--- src/hw/rtl/mvsm_pkg.sv ---
// Shared types, command codes and constants of the sample playback mixer.
package mvsm_pkg;

    // Default sizes handed down to the modules.
    localparam int DEF_NUM_SOUNDS  = 16;
    localparam int DEF_SOUND_WORDS = 4096;
    localparam int DEF_MAX_VOICES  = 16;
    localparam int DEF_SAMPLE_BITS = 16;

    // Fixed widths of the ports.
    localparam int SMP_W    = 16;
    localparam int VOL_W    = 16;
    localparam int FPB_W    = 13;
    localparam int FRAME_W  = 12;
    localparam int ACTIVE_W = 5;

    // Gain is unsigned Q1.15; results are rounded half up before the shift.
    localparam int VOL_FRAC = 15;
    localparam int RND_BIAS = 1 << (VOL_FRAC - 1);

    localparam logic [VOL_W-1:0] VOLUME_RESET = 16'd32768;
    localparam logic [FPB_W-1:0] FPB_RESET    = 13'd256;
    localparam logic [FPB_W-1:0] FPB_MAX      = 13'd4096;

    typedef enum logic [2:0] {
        CMD_TICK   = 3'd0,
        CMD_PLAY   = 3'd1,
        CMD_STOP   = 3'd2,
        CMD_WRITE  = 3'd3,
        CMD_LENGTH = 3'd4
    } t_cmd;

    typedef enum logic [1:0] {
        STAT_OK   = 2'd0,
        STAT_FULL = 2'd1,
        STAT_CLIP = 2'd2
    } t_status;

    typedef enum logic {
        CFG_VOLUME = 1'b0,
        CFG_FPB    = 1'b1
    } t_cfg_idx;

    // Controls of the sample and length memories.
    typedef struct packed {
        logic rd;
        logic smp_wr;
        logic len_wr;
    } t_mem_ctrl;

    // Controls of the voice table.
    typedef struct packed {
        logic claim;
        logic advance;
        logic release_v;
        logic stop;
    } t_voice_ctrl;

    // Controls of the shared multiply-accumulate unit.
    typedef struct packed {
        logic clear;
        logic mul;
        logic sel_right;
        logic acc_left;
        logic acc_right;
    } t_mac_ctrl;

endpackage

--- src/hw/rtl/mvsm_voice_tbl.sv ---
// Voice table: slot and position memory, active flags and the count of playing voices.
module mvsm_voice_tbl
    import mvsm_pkg::*;
#(
    parameter int NUM_SOUNDS  = DEF_NUM_SOUNDS,
    parameter int SOUND_WORDS = DEF_SOUND_WORDS,
    parameter int MAX_VOICES  = DEF_MAX_VOICES
) (
    input  logic                                          i_clk,
    input  logic                                          i_rst_n,
    input  t_voice_ctrl                                   i_ctrl,
    input  logic [((MAX_VOICES > 1) ? $clog2(MAX_VOICES) : 1)-1:0] i_idx,
    input  logic [$clog2(2*NUM_SOUNDS)-1:0]               i_wr_slot,
    input  logic [$clog2(SOUND_WORDS)-1:0]                i_wr_pos,
    output logic                                          o_idx_active,
    output logic [$clog2(2*NUM_SOUNDS)-1:0]               o_rd_slot,
    output logic [$clog2(SOUND_WORDS)-1:0]                o_rd_pos,
    output logic [$clog2(MAX_VOICES+1)-1:0]               o_count
);

    localparam int SLW  = $clog2(2 * NUM_SOUNDS);
    localparam int PW   = $clog2(SOUND_WORDS);
    localparam int CNTW = $clog2(MAX_VOICES + 1);

    logic [SLW+PW-1:0] r_mem [MAX_VOICES];
    logic [SLW+PW-1:0] r_rdata;
    logic              r_active [MAX_VOICES];
    logic [CNTW-1:0]   r_count;

    always_ff @(posedge i_clk) begin
        if (i_ctrl.claim || i_ctrl.advance) begin
            r_mem[i_idx] <= {i_wr_slot, i_wr_pos};
        end
        r_rdata <= r_mem[i_idx];
    end

    always_ff @(posedge i_clk) begin
        if (!i_rst_n) begin
            for (int v = 0; v < MAX_VOICES; v++) begin
                r_active[v] <= 1'b0;
            end
            r_count <= '0;
        end else if (i_ctrl.stop) begin
            for (int v = 0; v < MAX_VOICES; v++) begin
                r_active[v] <= 1'b0;
            end
            r_count <= '0;
        end else if (i_ctrl.claim) begin
            r_active[i_idx] <= 1'b1;
            r_count         <= r_count + 1'b1;
        end else if (i_ctrl.release_v) begin
            r_active[i_idx] <= 1'b0;
            r_count         <= r_count - 1'b1;
        end
    end

    assign o_idx_active = r_active[i_idx];
    assign o_rd_slot    = r_rdata[SLW+PW-1:PW];
    assign o_rd_pos     = r_rdata[PW-1:0];
    assign o_count      = r_count;

endmodule

--- config.mk ---
export PLATFORM = sky130hd
export DESIGN_NAME = mvsm_voice_tbl
export DESIGN_NICKNAME = d
export VERILOG_FILES = /design/src/hw/rtl/mvsm_pkg.sv /design/src/hw/rtl/mvsm_voice_tbl.sv
export SDC_FILE = /design/constraint.sdc
export NUM_CORES = 1
export LEC_CHECK = 0
export BUFFER_PORTS_ARGS = -buffer_cell sky130_fd_sc_hd__buf_2
export CORE_MARGIN = 5
export CORE_UTILIZATION = 60
export CTS_BUF_LIST = sky130_fd_sc_hd__clkbuf_8
export DETAILED_ROUTE_END_ITERATION = 8
export PLACE_DENSITY = 0.78
export SKIP_LAST_GASP = 1
export SLEW_MARGIN = 15
export SYNTH_ARGS = -nofsm -noshare
export SYNTH_HDL_FRONTEND = slang
export SYNTH_SLANG_ARGS = --single-unit
--- constraint.sdc ---
create_clock -name i_clk -period 3.6 [get_ports i_clk]
set_input_delay 1.08 -clock i_clk [delete_from_list [all_inputs] [get_ports i_clk]]
set_output_delay 1.08 -clock i_clk [all_outputs]
set_load 0.05 [all_outputs]
* After elaboration in Yosys (flattened, before gate mapping)
Memories as Yosys holds them, arrays and structs flattened. A register that Yosys moved wholly into a read port is not among the register bits. Cells that the tools add are included.
Word-level totals: register bits after elaboration 5, bits in writable memories 288, input port bits 27, output and inout port bits 23, memories 2
Operators by class: add/sub/neg operators 2, multiplexer cells 37, bitwise logic cells 18, reductions and logical operators 4
Memory list:
- r_mem | words 16, bits a word 17, rd ports 1, clocked after memory_dff 1, write ports 1, line mvsm_voice_tbl.sv:25 | logic [SLW+PW-1:0] r_mem [MAX_VOICES];
- r_active | words 16, bits a word 1, rd ports 1, clocked after memory_dff 0, write ports 16, line mvsm_voice_tbl.sv:27 | logic r_active [MAX_VOICES];
Operators with widths (count):
- $mux W1 | 34
- $or A1 B1 Y1 | 17
- $mux W5 | 2
- $add A5 B1 Y5 const B | 1
- $sub A5 B1 Y5 const B | 1
- $mux W4 | 1
- $reduce_bool A2 Y1 | 1
- $reduce_or A2 Y1 | 1
- $logic_or A1 B1 Y1 | 1
- $not A1 Y1 | 1
- $reduce_or A1 Y1 | 1

* Logic depth before layout (Yosys ltp)
Gate-level depths: netlist of the first run.
depth after elaboration 8, gate-level depth with buffers 7, depth with buffers taken out 6

* Least setup slack after synthesis of the first run
OpenSTA, ideal clock, no wires.
path kind input -> output, start point input i_idx[1] (netlist bit), end point output o_idx_active, arrival 2390 ps, path slack 130 ps, stages 5, buffers on the path 2, path through buf_2 > clkbuf_1 > mux4_2 > a22oi_1 > nand2_1
Between the ends: longest elaborated chain between the ends 1
RTL lines:
- start, declared | line mvsm_voice_tbl.sv:12 | input logic [((MAX_VOICES > 1) ? $clog2(MAX_VOICES) : 1)-1:0] i_idx,
- $mem_v2 Z16 W1
- end, declared | line mvsm_voice_tbl.sv:15 | output logic o_idx_active,
No other way between the ends.

* Worst setup path after layout of the first run
start point input i_idx[0] (netlist bit), end point output o_idx_active
The elaborated chain is that of the path after synthesis.

==> results of run 1 <==
==> worst max-delay path: stages <==
cell and delay, ns:
buf_4 0.14, mux4_2 0.51, a22oi_1 0.19, nand2_1 0.09
buf_2 0.22
==> synth_stat cells (2+ instances only) <==
cell type  count
a21o_1         2
clkbuf_1      21
mux4_2        70
nand3_1       11
mux4_1         2
or2_2          2
o21ai_0       20
a22oi_1       36
edfxtp_1     279
nor2b_1        5
a21oi_1       11
nor2_1        29
nand2_1       27
xnor2_1        2
buf_4          3
dfxtp_1       31
buf_6          5
nand2b_1       5
nand4_1        3
buf_2          6
ha_1           3
==> state kept, by name, summed over array words and instances, names as in the netlist <==
signal / count
r_active: 16
o_count: 5
r_mem: 272
r_rdata: 17
==> area by class of cell <==
cell class                 count  area share
inverter                       1    0.000281
sequential                   310       0.673
tap                          265      0.0248
multi-input combinational    236       0.195
timing repair buffer          81      0.0412
clock buffer                  53      0.0546
clock inverter                34      0.0110
==> per-layer routing <==
| layer | GRT usage | up-vias |
|---|---|---|
| met1 | 0.309 | 3077 |
| met3 | 0.0569 | 34 |
| li1 | - | 2585 |
| met4 | 0.0613 | 2 |
| met5 | 0 | - |
| met2 | 0.379 | 352 |
==> kinds of logic (layout without fill, tap and decap cells) <==
kind of cell,count (synthesis),after routing,share of synthesized area
AO/OA/AOI/OAI,72,72,0.0396
multiplexers,72,72,0.139
flip-flops,310,310,0.766
XOR/XNOR,2,2,0.00149
buffers and inverters,36,169,0.0163
AND/OR/NAND/NOR,86,86,0.0327
adder cells (fa/ha/maj),4,4,0.00490
==> worst paths after layout <==
path / startpoint / endpoint / depth (start not counted) / slack (ns)
max: i_idx[0] / o_idx_active / 5 / 0.30
min: r_active[3]$_DFF_P_ / r_active[3]$_DFF_P_ / 2 / 0.48
max reg2reg: o_count[0]$_SDFFE_PP0P_ / o_count[4]$_SDFFE_PP0P_ / 5 / 2.17
min reg2reg: r_active[3]$_DFF_P_ / r_active[3]$_DFF_P_ / 2 / 0.48
==> metrics by stage <==
| stage | instances | utilization | total power [mW] | setup slack [ns] |
|---|---|---|---|---|
| finish | 980 | 0.689 | 7.23 | 0.295 |
| global route | 980 | 0.689 | 7.50 | 0.218 |
| CTS | 980 | 0.689 | 7.28 | 0.298 |
| detailed placement | 893 | 0.644 | 4.67 | 0.299 |
| global placement | 893 | 0.644 | 4.65 | 0.304 |
| floorplan | 582 | - | 4.49 | 0.130 |
==> power by group <==
group | switching [mW] | internal (mW) | total (mW)
Combinational | 0.343 | 0.178 | 0.521
Sequential | 0.0361 | 4.04 | 4.08
Clock | 1.27 | 1.35 | 2.63
Total | 1.65 | 5.57 | 7.23
==> results summary, run 1 <==
TritonCTS built the clock tree. The number of hold-repair buffers added at the cts stage came out at 0. The setup clock skew after layout is 0.0150 ns.

In this run, the number of DRC markers left after iteration 0 of detailed routing was 555. The routed wire length per instance is 25.3 um. The final worst hold slack is 0.478 ns. The power per cell area came out at 541 nW/um^2. In the post-synthesis netlist, the biggest area contributors are edfxtp_1, mux4_2, dfxtp_1. The number of max-cap violations came out at 0. The area growth from synthesis to layout is 13.8%. The net count reported at finish is 708.

The residual antenna-violating net count after detailed routing is 0. The critical path data arrival time is 2.22 ns. The part of the Yosys area used for sequential elements came out at 0.766.

The total met2 wirelength after detailed routing is 12.5 mm. The level count of the clock H-tree is 2. Clock tree synthesis selected as its root buffer the cell clkbuf_8.

The clock passes through at most 3 buffers. The cell area after placement is 12500 um^2. The initialized floorplan defines 51 standard-cell rows. The async set-or-reset flop fraction in the synthesized netlist came out at 0. In the detailed route, the total length drawn on met3 is 2.61 mm. The number of instances in the synthesized netlist came out at 582. Gates resized during post-CTS repair numbered 0. For this block, wires on met1 add up to 9.36 mm. The die is 150 um wide. The number of global-route vias before repair is 6289.

The number of I/O port buffers came out at 49. At the end of routability-driven placement, the weighted congestion stood at 0.790. The area share of the leading cell type in the synthesized netlist came out at 0.713.

The buffers inserted during post-CTS setup optimization is 0. After global routing the overflow that remains totals 0. The detailed-routing iteration count for the pre-antenna-repair pass is 7. In this run, CTS created clock tree buffers numbering 47. The average instance area after synthesis is 20.2 um^2. Setup repair after global routing left no endpoint under its margin.

The worst hold path belongs to the class flip-flop to flip-flop. The HPWL after detailed placement came out at 13.3 mm. The total wire length after detailed routing is 24.8 mm. The die extent in y came out at 150 um. The initial antenna violation count is 1. The top fanout value on the critical path is 6.

The area taken by multi-input logic gates is 2600 um^2. The transition at the pin with the smallest max-transition slack is 0.869 ns. In the global route stage, overall resource usage came out at 0.228. In the layout the commonest cells are edfxtp_1, mux4_2, clkbuf_8, buf_2, a22oi_1. The largest total area in the synthesized netlist belongs to edfxtp_1. The static leakage came out at 4.53 nW. The area enclosed by the die boundary came out at 22500 um^2.

The number of hold violations in the final report is 0. The share of cells above drive strength 1 came out at 0.329. The clock transition at the registers of the reported paths is 0.06 ns. The post-synthesis net count came out at 613.

The run finished with clean final reports. The highest ir drop seen on vdd is 0.000476 V. The core outline area came out at 19400 um^2. The final critical delay including setup and external delays is 3.30 ns. STA classifies the critical path endpoint as a primary output.

The Yosys step of the flow raised 0 warnings. 0 antenna diodes ended up in the layout. The initial utilization of the core area, before any placement, comes to 0.605.

For this run, the leading register cell type out of synthesis is edfxtp_1. The final count of pins violating max slew is 0. The aggregate negative setup slack came out at 0 ns. The total of endpoints with negative setup slack in the final report came out at 0. The count of pins on the block boundary is 50. The finished cells cover 13400 um^2. The post-route fraction of the period consumed by the critical path came out at 0.918. The worst pin sits at a relative slew slack of 0.414. At the worst endpoint, the required time is 2.52 ns. In the routed design, unresolved DRC markers number 0.

The total area of sequential cells is 9000 um^2. Counting flops with a built-in enable in the synthesized netlist gives 279. In this run, distinct cell masters in the synthesized netlist total 30. The count of fill cells added during filler insertion came out at 1180. The maximum clock frequency is 303 MHz.

The post-synthesis instance area is 11700 um^2. The flop and latch count out of synthesis came out at 310. The per-cell via count in the routed design came out at 6.17.

The worst setup path is of the primary input to primary output kind. Leaving out fill and tap cells, the most frequent cell in the layout is edfxtp_1. The number of clock sinks came out at 310. The final route contains 6050 vias.

The kind of launch point of the worst setup path is a primary input. The first global-routing pass estimated 37.3 mm of wire. The largest net degree at the start of global routing is 48. The insertion delay to the later sink of the worst-skew pair is 0.56 ns. The highest routing layer actually used is met5.
(Power assumes the default switching activity.)
==> run 2, diff against run 1 <==
==> constraint.sdc (replaced) <==
create_clock -name i_clk -period 3.7 [get_ports i_clk]
set_input_delay 1.11 -clock i_clk [delete_from_list [all_inputs] [get_ports i_clk]]
set_output_delay 1.11 -clock i_clk [all_outputs]
set_load 0.05 [all_outputs]
==> run 2 against run 1 <==
Against the previous run:
- routed wire length is 0.65% higher
- cell count did not move
- global-route usage grew 0.39 points
- via count grew 0.48%
- setup slack better by 0.038 ns
- die area stayed put
- flip-flop and latch count is the same
- core utilization barely moved
- largest power group unchanged
- highest routed layer unchanged
==> results summary, run 2 (same netlist as run 1, synthesis figures left out) <==
The largest buffer count on any clock path came out at 3. The initial cell density of the core came out at 0.605. The number of I/O port buffers is 49.

For this run, the top clock speed supported by timing is 297 MHz. The post-CTS resize count came out at 0. The clock group share of total power is 0.369. Measured in cells, the most critical reg-to-reg path has a length of 5. The final layout contains routed wiring with a total length of 24.9 mm. The internal portion of the total power is 5.48 mW. The post-route fraction of the period consumed by the critical path is 0.910. TritonCTS built the clock tree. Entering global routing, the biggest net connects 49 pins.

The die is 150 um wide. The number of antenna diodes in the final layout is 0. The headroom to the max-slew limit is 0.411. The detailed-routing iteration count for the pre-antenna-repair pass came out at 5. Of the total power, registers draw 0.559. The switching power is 1.62 mW. Of the cells placed in the final design, the portion with a size suffix greater than 1 is 0.334. The required arrival time at the worst endpoint came out at 2.59 ns.

At the worst endpoint, the arrival time is 2.26 ns. The setup slack after layout came out at 0.333 ns. Leaving out fill and tap cells, the most frequent cell in the layout is edfxtp_1.

The number of buffers inserted during clock tree synthesis came out at 46. Power spread over the standard cell area amounts to 532 nW/um^2. After detailed routing, the average wire length per cell comes to 25.4 um. The kind of end point of the critical path is a primary output. The number of hold violations in the final report is 0. The clock transition at the registers of the reported paths is 0.06 ns.

The per-cell via count in the routed design came out at 6.20. The number of clock sinks is 310. r_mem holds more flip-flops than any other register.

The area enclosed by the die boundary came out at 22500 um^2. The aggregate negative setup slack came out at 0 ns. The insertion delay to the later sink of the worst-skew pair came out at 0.55 ns. The number of hold-repair buffers added at the cts stage came out at 0. The number of max-cap violations came out at 0. The category of the most critical setup path is primary input to primary output. The cell sitting at the root of the clock tree is a clkbuf_8. The wire length of the first global-routing pass is 37.7 mm. The total of endpoints with negative setup slack in the final report is 0.

The area growth from synthesis to layout came out at 13.7%. The buffers inserted during post-CTS setup optimization is 0. The total number of vias came out at 6079. The final count of pins violating max slew is 0. The number of global-route vias before repair is 6269. The flip-flop count of the largest register, all copies and words added came out at 272. In this run the vertical extent of the chip is 150 um. For this design the static power due to leakage is 4.48 nW. Across the routed clock network, the largest skew measured is 0.0124 ns. The floorplan has 51 rows. In the layout the commonest cells are edfxtp_1, mux4_2, clkbuf_8, buf_2, a22oi_1. The top fanout value on the critical path is 7.

The level count of the clock H-tree came out at 2. After global routing the overflow that remains totals 0. The initial antenna violation count came out at 2. The residual antenna-violating net count after detailed routing came out at 0. Of the total power, the share spent switching nets is 0.228.

The post-placement worst setup slack came out at 0.333 ns. The count of routing violations after the opening detailed-route iteration is 835. For this run, the post-layout net count is 711. The combinational group share of total power is 0.071.

VDD sags by at most 0.000405 V. The largest registers in the layout are r_mem (272), r_rdata (17), r_active (16). The HPWL after detailed placement came out at 14.2 mm. The global placement routability congestion is 0.761. Setup repair after global routing left no endpoint under its margin. The run finished with clean final reports. For this run, design rule violations remaining after detail routing come to 0. The region available for standard cell placement spans 19400 um^2.

The path class of the tightest hold or removal check is flip-flop to flip-flop. The final critical delay including setup and external delays is 3.37 ns. STA classifies the critical path startpoint as a primary input. The count of pins on the block boundary came out at 50.

The transition at the pin with the smallest max-transition slack came out at 0.882 ns. The total global routing track utilization came out at 0.232. The depth of the worst hold-timing path is 2.
-- run 2: stage by stage --
| step | hold WS (ns) | cell area, um^2 | utilization | total power, mW | instances |
|---|---|---|---|---|---|
| 6_report | 0.497 | 13400 | 0.688 | 7.10 | 980 |
| 5_1_grt | 0.518 | 13400 | 0.688 | 7.36 | 980 |
| 4_1_cts | 0.495 | 13400 | 0.688 | 7.15 | 980 |
| 3_5_place_dp | 0.484 | 12500 | 0.643 | 4.55 | 897 |
| 3_3_place_gp | 0.473 | 12500 | 0.643 | 4.52 | 897 |
| 2_1_floorplan | 0.446 | 11700 | - | 4.37 | 582 |
-- run 2: power groups by stage --
stage	Clock, mW	Combinational (mW)	Sequential (mW)
after CTS	2.67	0.510	3.97
after global routing	2.84	0.542	3.97
final	2.62	0.507	3.97
after detailed placement	0	0.507	4.04
after global placement	0	0.492	4.03
after floorplan	0	0.246	4.12
-- run 2: area by class of cell --
| class | count | area, um^2 |
|---|---|---|
| tap | 265 | 332 |
| inverter | 1 | 3.75 |
| fill | 1216 | 6040 |
| timing repair buffer | 85 | 543 |
| clock inverter | 34 | 203 |
| sequential | 310 | 9000 |
| clock buffer | 49 | 674 |
| multi-input combinational | 236 | 2600 |
-- run 2: final timing paths --
path | endpoint | slack (ns) | from
min | r_active[0]$_DFF_P_ | 0.50 | r_active[0]$_DFF_P_
min reg2reg | r_active[0]$_DFF_P_ | 0.50 | r_active[0]$_DFF_P_
max reg2reg | o_count[4]$_SDFFE_PP0P_ | 2.28 | o_count[0]$_SDFFE_PP0P_
max | o_idx_active | 0.33 | i_idx[0]
-- run 2: worst max-delay path: stages --
cell     delay [ns]
buf_4          0.14
mux4_2         0.50
a22oi_1        0.20
nand2_1        0.08
buf_2          0.22
-- run 2: per-layer routing --
metal,global-route usage,part of all wire,vias to the layer above
met5,0,0.00084,-
met2,0.373,0.50,334
li1,-,-,2586
met3,0.0497,0.093,43
met1,0.331,0.39,3112
met4,0.0631,0.017,4
