File: config.mk
export PLATFORM = sky130hd
export DESIGN_NAME = mvsm_mac
export DESIGN_NICKNAME = d
export VERILOG_FILES = /design/src/hw/rtl/mvsm_pkg.sv /design/src/hw/rtl/mvsm_mac.sv
export SDC_FILE = /design/constraint.sdc
export NUM_CORES = 1
export LEC_CHECK = 0
export ABC_AREA = 0
export BUFFER_PORTS_ARGS = -buffer_cell sky130_fd_sc_hd__buf_2
export CAP_MARGIN = 20
export CORE_MARGIN = 2
export CORE_UTILIZATION = 60
export CTS_BUF_LIST = sky130_fd_sc_hd__clkbuf_4
export DETAILED_ROUTE_END_ITERATION = 7
export GPL_TIMING_DRIVEN = 0
export PLACE_DENSITY = 0.85
export SYNTH_ARGS = -nofsm -noshare
export SYNTH_HDL_FRONTEND = slang
export SYNTH_SLANG_ARGS = --single-unit
File: constraint.sdc
create_clock -name i_clk -period 15.65 [get_ports i_clk]
set_input_delay 3.13 -clock i_clk [delete_from_list [all_inputs] [get_ports i_clk]]
set_output_delay 3.13 -clock i_clk [all_outputs]
set_load 0.005 [all_outputs]
File: src/hw/rtl/mvsm_pkg.sv
// Shared types, command codes and constants of the sample playback mixer.
package mvsm_pkg;

    // Default sizes handed down to the modules.
    localparam int DEF_NUM_SOUNDS  = 16;
    localparam int DEF_SOUND_WORDS = 4096;
    localparam int DEF_MAX_VOICES  = 16;
    localparam int DEF_SAMPLE_BITS = 16;

    // Fixed widths of the ports.
    localparam int SMP_W    = 16;
    localparam int VOL_W    = 16;
    localparam int FPB_W    = 13;
    localparam int FRAME_W  = 12;
    localparam int ACTIVE_W = 5;

    // Gain is unsigned Q1.15; results are rounded half up before the shift.
    localparam int VOL_FRAC = 15;
    localparam int RND_BIAS = 1 << (VOL_FRAC - 1);

    localparam logic [VOL_W-1:0] VOLUME_RESET = 16'd32768;
    localparam logic [FPB_W-1:0] FPB_RESET    = 13'd256;
    localparam logic [FPB_W-1:0] FPB_MAX      = 13'd4096;

    typedef enum logic [2:0] {
        CMD_TICK   = 3'd0,
        CMD_PLAY   = 3'd1,
        CMD_STOP   = 3'd2,
        CMD_WRITE  = 3'd3,
        CMD_LENGTH = 3'd4
    } t_cmd;

    typedef enum logic [1:0] {
        STAT_OK   = 2'd0,
        STAT_FULL = 2'd1,
        STAT_CLIP = 2'd2
    } t_status;

    typedef enum logic {
        CFG_VOLUME = 1'b0,
        CFG_FPB    = 1'b1
    } t_cfg_idx;

    // Controls of the sample and length memories.
    typedef struct packed {
        logic rd;
        logic smp_wr;
        logic len_wr;
    } t_mem_ctrl;

    // Controls of the voice table.
    typedef struct packed {
        logic claim;
        logic advance;
        logic release_v;
        logic stop;
    } t_voice_ctrl;

    // Controls of the shared multiply-accumulate unit.
    typedef struct packed {
        logic clear;
        logic mul;
        logic sel_right;
        logic acc_left;
        logic acc_right;
    } t_mac_ctrl;

endpackage

File: src/hw/rtl/mvsm_mac.sv
// Shared multiply-accumulate unit with the rounding and saturation of both channels.
module mvsm_mac
    import mvsm_pkg::*;
#(
    parameter int MAX_VOICES  = DEF_MAX_VOICES,
    parameter int SAMPLE_BITS = DEF_SAMPLE_BITS
) (
    input  logic                     i_clk,
    input  t_mac_ctrl                i_ctrl,
    input  logic [2*SMP_W-1:0]       i_word,
    input  logic [VOL_W-1:0]         i_volume,
    output logic signed [SMP_W-1:0]  o_left,
    output logic signed [SMP_W-1:0]  o_right,
    output logic                     o_clipped
);

    // Each product fits 32 signed bits; the sum grows by the voice count.
    localparam int PRW = 2 * SMP_W;
    localparam int AW  = PRW + 1 + $clog2(MAX_VOICES);
    localparam int QW  = AW + 1 - VOL_FRAC;
    localparam logic signed [63:0] SAT_HI = (64'sd1 <<< (SAMPLE_BITS - 1)) - 64'sd1;
    localparam logic signed [63:0] SAT_LO = -(64'sd1 <<< (SAMPLE_BITS - 1));

    logic signed [PRW-1:0] r_prod;
    logic signed [AW-1:0]  r_acc_l;
    logic signed [AW-1:0]  r_acc_r;

    logic signed [SMP_W-1:0] mul_a;
    logic signed [PRW:0]     mul_full;
    logic [SAMPLE_BITS:0]    res_l;
    logic [SAMPLE_BITS:0]    res_r;
    logic signed [SAMPLE_BITS-1:0] sat_l;
    logic signed [SAMPLE_BITS-1:0] sat_r;

    function automatic logic [SAMPLE_BITS:0] scale_sat(input logic signed [AW-1:0] acc);
        logic signed [AW:0]            rnd;
        logic signed [QW-1:0]          q;
        logic signed [63:0]            q64;
        logic                          clip;
        logic [SAMPLE_BITS-1:0]        v;
        rnd  = $signed({acc[AW-1], acc}) + $signed((AW+1)'(RND_BIAS));
        q    = rnd[AW:VOL_FRAC];
        q64  = 64'(q);
        clip = 1'b0;
        if (q64 > SAT_HI) begin
            clip = 1'b1;
            v    = SAT_HI[SAMPLE_BITS-1:0];
        end else if (q64 < SAT_LO) begin
            clip = 1'b1;
            v    = SAT_LO[SAMPLE_BITS-1:0];
        end else begin
            v    = q64[SAMPLE_BITS-1:0];
        end
        return {clip, v};
    endfunction

    assign mul_a    = i_ctrl.sel_right ? i_word[2*SMP_W-1:SMP_W] : i_word[SMP_W-1:0];
    assign mul_full = mul_a * $signed({1'b0, i_volume});

    always_ff @(posedge i_clk) begin
        if (i_ctrl.mul) begin
            r_prod <= mul_full[PRW-1:0];
        end
        if (i_ctrl.clear) begin
            r_acc_l <= '0;
            r_acc_r <= '0;
        end else begin
            if (i_ctrl.acc_left) begin
                r_acc_l <= r_acc_l + AW'(r_prod);
            end
            if (i_ctrl.acc_right) begin
                r_acc_r <= r_acc_r + AW'(r_prod);
            end
        end
    end

    assign res_l = scale_sat(r_acc_l);
    assign res_r = scale_sat(r_acc_r);
    assign sat_l = res_l[SAMPLE_BITS-1:0];
    assign sat_r = res_r[SAMPLE_BITS-1:0];

    assign o_left    = SMP_W'(sat_l);
    assign o_right   = SMP_W'(sat_r);
    assign o_clipped = res_l[SAMPLE_BITS] | res_r[SAMPLE_BITS];

endmodule

Word-level counts from Yosys, hierarchy flattened
Index checks and enable logic that the tools add are counted.

storage, ports and cells
  register bits = 106
  latch bits = 0
  memory bits (writable) = 0
  ROM bits = 0
  output and inout port bits = 33
  memories = 0

cells by class
  add/sub/neg operators = 4
  multipliers = 1
  divide/modulo/power cells = 0
  $lt $le $gt $ge = 4
  eq/ne operators = 0
  shift operators = 0
  muxes and demuxes = 9
  bitwise logic cells = 1
  reduce and logical (&&, ||, !) cells = 0

operators by type and width
  cell                      count
  $mux W16                  5
  $add A37 B16 Y38 const B  2
  $add A37 B32 Y37          2
  $gt A23 B16 Y1 const B    2
  $lt A23 B16 Y1 const B    2
  $mul A16 B17 Y32          1
  $mux W1                   4
  $or A1 B1 Y1              1

Longest topological paths before layout
Gate-level depths: netlist of run 1.

  word-level depth = 5
  depth in mapped cells = 26
  mapped depth without buffers = 24

Worst setup path before layout of run 1
No wires, ideal clock.

  kind = input to register
  from = in i_ctrl[2] (netlist bit)
  to = reg r_prod[31] (data pin)
  setup time = 0.260 ns
  arrival time = 9.686 ns
  data required time = 15.390 ns
  setup slack = 5.704 ns
  cell stages on the path = 24
  cells stage by stage = clkbuf_1 clkbuf_1 mux2_2 clkbuf_1 nand2_1 fa_1 fa_1 inv_1 fa_1 fa_1 fa_1 inv_1 fa_1 inv_1 ha_1 a21o_1 a21o_1 a221o_1 nor3b_1 o21a_1 o311ai_1 a221o_1 a21oi_1 xnor2_1

on the way
  longest elaborated chain between the ends = 2

RTL lines
  element                 line            source
  from (decl)             mvsm_mac.sv:9   input t_mac_ctrl i_ctrl,
  $mux W16                mvsm_mac.sv:57  assign mul_a = i_ctrl.sel_right ? i_word[2*SMP_W-1:SMP_W] : i_word[SMP_W-1:0];
  $mul A16 B17 Y32        mvsm_mac.sv:58  assign mul_full = mul_a * $signed({1'b0, i_volume});
  named net mul_full[31]  mvsm_mac.sv:29  logic signed [PRW:0] mul_full;
  to (signal assigned)    mvsm_mac.sv:62  r_prod <= mul_full[PRW-1:0];
  to (decl)               mvsm_mac.sv:24  logic signed [PRW-1:0] r_prod;

The timed path passes the listed nets, and every way through them passes these cells.
A chain may end at the register's enable or synchronous reset.

Final worst setup path of run 1
Same ends and word-level chain as after synthesis.

==> results of run 1 <==
-- cell type report --
| type | instances | area share |
|---|---|---|
| clock buffer | 10 | 0.004080 |
| buffer | 73 | 0.01632 |
| tap | 384 | 0.02611 |
| antenna | 2 | 0.0002720 |
| inverter | 278 | 0.05671 |
| timing repair buffer | 83 | 0.02258 |
| clock inverter | 6 | 0.004420 |
| sequential | 106 | 0.1327 |
| multi-input combinational | 1577 | 0.7368 |
-- per-stage QoR --
step | utilization | hold WS [ns]
floorplan | - | 0.4496
global placement | 0.6389 | 0.4745
detailed placement | 0.6389 | 0.4907
CTS | 0.6444 | 0.5145
global route | 0.6445 | 0.5496
finish | 0.6445 | 0.5133
-- routing by layer --
metal  vias to the layer above  global-route usage  wire length [microns]
li1                       6980                   -                      -
met1                      7186              0.3782                  18670
met2                       595              0.5662                  22910
met3                       134             0.03937                   2859
met4                         0              0.1250                   1847
met5                         -                   0                      0
-- cell families (layout without fill, tap and decap cells) --
family	Yosys count	in the layout	share of synthesized area
and+or+nand+nor	646	646	0.1822
adders and majority gates	387	387	0.3640
AOI/OAI and AO/OA	372	372	0.1433
buffers and inverters	351	450	0.07748
xor gates and xnor gates	114	114	0.05757
DFF	106	106	0.1408
muxes	58	58	0.03463
other	0	2	0
-- state kept, by name, indices dropped and copies added, names as in the netlist --
register  flops
r_acc_r      37
r_prod       32
r_acc_l      37
-- layout by cell type (no fill, tap or decap), drive strengths merged, types with 71 or more instances in the layout --
cell,n
nor2,128
and2,99
buf,98
fa,196
ha,191
xnor2,71
nand2,216
dfxtp,74
a21oi,105
inv,281
-- worst max-delay path, stage by stage --
cell and delay, ns:
clkbuf_1 0.29, clkbuf_1 0.43, mux2_2 0.41, clkbuf_1 0.43, nand2_1 0.17, fa_1 0.61
fa_1 0.48, fa_1 0.53, inv_1 0.06, fa_1 0.46, fa_1 0.55, inv_1 0.05
fa_1 0.53, inv_1 0.05, ha_1 0.34, nand2_1 0.06, nor3_1 0.40, a221o_1 0.31
a31oi_2 0.10, o21a_1 0.28, o311ai_1 0.52, a221o_1 0.24, a21oi_1 0.08, xnor2_1 0.12
-- worst max-delay path by stage --
stage | to | slack (ns) | cells past startpoint
after floorplan | r_prod[31] | 5.70 | 24
after global placement | r_prod[31] | 4.99 | 21
after detailed placement | r_prod[31] | 4.80 | 24
after CTS | r_prod[31] | 5.34 | 24
after global routing | r_prod[30] | 4.97 | 26
final | r_prod[31] | 5.25 | 24
==> results.sh, run 1 <==
export IMPL_outcome="finished clean"
export IMPL_postSynthCellCount=2034
export IMPL_instances_no_fill=2519
export IMPL_fin_crit_ns=10.40
export IMPL_worst_r2r_cell_count=12
export IMPL_htreeDepth=3
export IMPL_antenna_found_initial=1
export IMPL_tns_ns=0
export IMPL_pre_cts_slack_ns=4.800
export IMPL_syn_area_sq_um=17340
export IMPL_setup_violations_final=0
export IMPL_multi_input_comb_area_sq_um=13560
export IMPL_synth_common_cells="inv_1, nand2_1, fa_1"
export IMPL_synth_fp_nets=2475
export IMPL_hold_viol=0
export IMPL_route_detailed_drc=0
export IMPL_seqCellArea_sq_um=2442
export IMPL_clk_latency_ns=0.48
export IMPL_port_buffers=83
export IMPL_stdcell_area_sq_um=18400
export IMPL_startpoint="i_ctrl[2]"
export IMPL_required_ns=15.90
export IMPL_worst_setup_path_start_kind="input port"
export IMPL_path_clk_slew_ns=0.18
export IMPL_yosys_area_top_type_share=0.2262
export IMPL_ys_seq_elements=106
export IMPL_grt_overflow_total=0
export IMPL_yosysWarnings=0
export IMPL_die_width_microns=174.0
export IMPL_hold_class="register to register"
export IMPL_synthDistinctLibCells=79
export IMPL_timing_rr_end="r_acc_r[36]"
export IMPL_crit_fanout=10
export IMPL_via_per_inst=5.913
export IMPL_r2r_slack_ns=12.09
export IMPL_cts_resized=0
export IMPL_layout_drive_gt1_share=0.07595
export IMPL_detail_route_antenna_nets=0
export IMPL_yosysMostFrequentCell="inv_1"
export IMPL_rsz0062_at_grt="no"
export IMPL_worstSetupPathType="input port to register"
export IMPL_dr_first_iter_drc_count=1106
export IMPL_yosysSeqAreaShare=0.1408
export IMPL_synth_edf_count=32
export IMPL_grt_pass1_wl_mm=76.27
export IMPL_slew_violations=0
export IMPL_placed_area_sq_um=18240
export IMPL_nets=2569
export IMPL_post_drt_wl_per_cell_microns=18.37
export IMPL_yosys_area_top_type="fa_1"
export IMPL_dr_pass1_iters=5
export IMPL_avgSynthCellArea_sq_um=8.526
export IMPL_gp_congestion=0.9542
export IMPL_die_area_sq_um=30280
export IMPL_dp_cells=2501
export IMPL_clockBufferDepth=2
export IMPL_num_vias=14895
export IMPL_maxCapViolations=0
export IMPL_arrival_ns=10.64
export IMPL_ios=87
export IMPL_cts_tree="yes"
export IMPL_tritoncts_num_buffers=9
export IMPL_period_share=0.6643
export IMPL_end_kind="register"
export IMPL_synthTopCellsByArea="fa_1, ha_1, dfxtp_1"
export IMPL_initial_core_util=0.6075
export IMPL_grt_max_degree=33
export IMPL_min_delay_start="r_acc_r[13]"
export IMPL_final_fill_count=2393
export IMPL_die_y_microns=174.0
export IMPL_fin_ws_ns=5.254
export IMPL_worst_pin_slew_ns=1.039
export IMPL_fmax_mhz=96.19
export IMPL_timing_rr_start="r_prod[0]"
export IMPL_core_area_sq_um=28550
export IMPL_grt_util_all_layers=0.3131
export IMPL_root_buffer="clkbuf_4"
export IMPL_std_cell_rows=62
export IMPL_finalWirelength_mm=46.28
export IMPL_place_hpwl_mm=38.76
export IMPL_holdPathEnd="r_acc_r[13]"
export IMPL_area_delta_synth_final_pct=6.096
export IMPL_synth_ff_type="dfxtp_1"
export IMPL_relSlewSlack=0.2873
export IMPL_grt_pass1_vias=15429
export IMPL_holdPathStages=2
export IMPL_cts_setup_buffers=0
export IMPL_cts_sinks=106
export IMPL_cts_hold_buf=0
export IMPL_async_reset_ff_frac=0
export IMPL_skew_ns=0.03600
Power of run 1 is not shown: default switching activity piles up to over one toggle a cycle in this logic, so the estimate is an artifact.
==> run 2, diff against run 1 <==
- CORE_UTILIZATION: 60 -> 59
- PLACE_DENSITY: 0.85 -> 0.87
- clock period: 15.65 -> 8.6 ns (I/O delays scaled with it)
==> run 2 against run 1 <==
Compared with the run above:
- sequential cell count did not move
- non-clock buffer count shrank 4
- sequential share of layout area hardly changed
- setup slack worse by 5.0 ns
- critical path depth rose by 1
- critical path type unchanged
- highest routed layer unchanged
==> results.sh, run 2 (same netlist as run 1, synthesis figures left out) <==
export IMPL_post_drt_wl_per_cell_microns=18.27
export IMPL_fin_ws_ns=0.2122
export IMPL_ios=87
export IMPL_period_share=0.9753
export IMPL_grt_util_all_layers=0.3033
export IMPL_num_vias=14914
export IMPL_root_buffer="clkbuf_4"
export IMPL_instances_no_fill=2514
export IMPL_detail_route_antenna_nets=0
export IMPL_pre_cts_slack_ns=-0.8052
export IMPL_setup_violations_final=0
export IMPL_worst_setup_path_start_kind="input port"
export IMPL_fmax_mhz=119.2
export IMPL_slew_violations=0
export IMPL_maxCapViolations=0
export IMPL_worst_pin_slew_ns=0.9538
export IMPL_grt_max_degree=33
export IMPL_die_width_microns=175.5
export IMPL_layout_commonest_cell="inv_1"
export IMPL_hold_viol=0
export IMPL_htreeDepth=3
export IMPL_tns_ns=0
export IMPL_grt_pass1_wl_mm=74.83
export IMPL_end_kind="register"
export IMPL_worst_r2r_cell_count=12
export IMPL_antenna_found_initial=1
export IMPL_skew_ns=0.01317
export IMPL_die_area_sq_um=30780
export IMPL_clk_latency_ns=0.47
export IMPL_area_delta_synth_final_pct=5.995
export IMPL_fin_crit_ns=8.388
export IMPL_required_ns=8.85
export IMPL_core_area_sq_um=28860
export IMPL_dr_pass1_iters=6
export IMPL_arrival_ns=8.64
export IMPL_r2r_slack_ns=5.04
export IMPL_worstSetupPathType="input port to register"
export IMPL_grt_overflow_total=0
export IMPL_holdPathEnd="r_acc_r[11]"
export IMPL_final_cell_mix="inv_1, nand2_1, fa_1"
export IMPL_layout_drive_gt1_share=0.08220
export IMPL_outcome="finished clean"
export IMPL_nets=2565
export IMPL_clockBufferDepth=2
export IMPL_min_delay_start="r_acc_r[11]"
export IMPL_path_clk_slew_ns=0.17
export IMPL_std_cell_rows=62
export IMPL_rsz0062_at_grt="no"
export IMPL_dp_cells=2501
export IMPL_timing_rr_start="r_prod[0]"
export IMPL_place_hpwl_mm=38.20
export IMPL_grt_pass1_vias=15101
export IMPL_port_buffers=83
export IMPL_cts_sinks=106
export IMPL_via_per_inst=5.932
export IMPL_crit_fanout=10
export IMPL_hold_class="register to register"
export IMPL_timing_rr_end="r_acc_r[36]"
export IMPL_route_detailed_drc=0
export IMPL_reg_top3="r_acc_l (37), r_acc_r (37), r_prod (32)"
export IMPL_die_y_microns=175.5
export IMPL_relSlewSlack=0.3641
export IMPL_holdPathStages=2
export IMPL_tritoncts_num_buffers=9
export IMPL_finalWirelength_mm=45.93
export IMPL_cts_hold_buf=0
export IMPL_dr_first_iter_drc_count=1350
export IMPL_cts_tree="yes"
export IMPL_initial_core_util=0.6010
export IMPL_gp_congestion=0.9591
## run 2: metrics by stage
step,hold WS (ns),cell area (sq um),util
after floorplan,0.4496,17340,-
after global placement,0.4675,18240,0.6320
after detailed placement,0.4698,18240,0.6320
after CTS,0.4924,18370,0.6364
after global routing,0.5171,18380,0.6370
final,0.4955,18380,0.6370
## run 2: what timing repair did
item / 4_1_cts / 5_1_grt
endpoints found under the setup margin: 4 / 8
cloned: 0 / 0
buffers inserted: 0 / 0
resized for setup: 4 / 17
## run 2: worst max-delay path, stage by stage
cell	delay (ns)
clkbuf_2	0.19
mux2_2	0.44
clkbuf_1	0.28
and2_1	0.26
fa_1	0.51
inv_1	0.07
fa_1	0.54
inv_1	0.06
fa_1	0.51
inv_1	0.05
fa_1	0.47
inv_1	0.05
fa_1	0.53
inv_1	0.06
fa_1	0.53
inv_1	0.05
ha_1	0.36
a21o_1	0.18
a221o_1	0.38
a31oi_2	0.31
o21a_1	0.25
o311ai_2	0.18
a221o_1	0.38
a21oi_1	0.17
xnor2_1	0.08
## run 2: worst max path at each step
stage / startpoint / end / slack (ns)
finish: i_ctrl[2] / r_prod[31] / 0.21
floorplan: i_ctrl[2] / r_prod[31] / 0.06
global placement: i_ctrl[2] / r_prod[31] / -0.60
global route: i_ctrl[2] / r_prod[31] / 0.007
CTS: i_ctrl[2] / r_prod[31] / 0.008
detailed placement: i_ctrl[2] / r_prod[31] / -0.81
## run 2: metal layers
| metal | part of all wire | GRT usage |
|---|---|---|
| met4 | 0.041 | 0.1185 |
| met1 | 0.40 | 0.3762 |
| met3 | 0.068 | 0.03506 |
| met2 | 0.49 | 0.5405 |
| met5 | 0 | 0 |
## run 2: final cells by class
type | count | area, sq um
clock buffer | 9 | 67.56
antenna | 1 | 2.502
fill | 2381 | 10480
inverter | 278 | 1044
multi-input combinational | 1577 | 13580
tap | 384 | 480.5
buffer | 69 | 296.5
timing repair buffer | 83 | 415.4
sequential | 106 | 2442
clock inverter | 7 | 53.80
Power of run 2 is left out for the same reason.
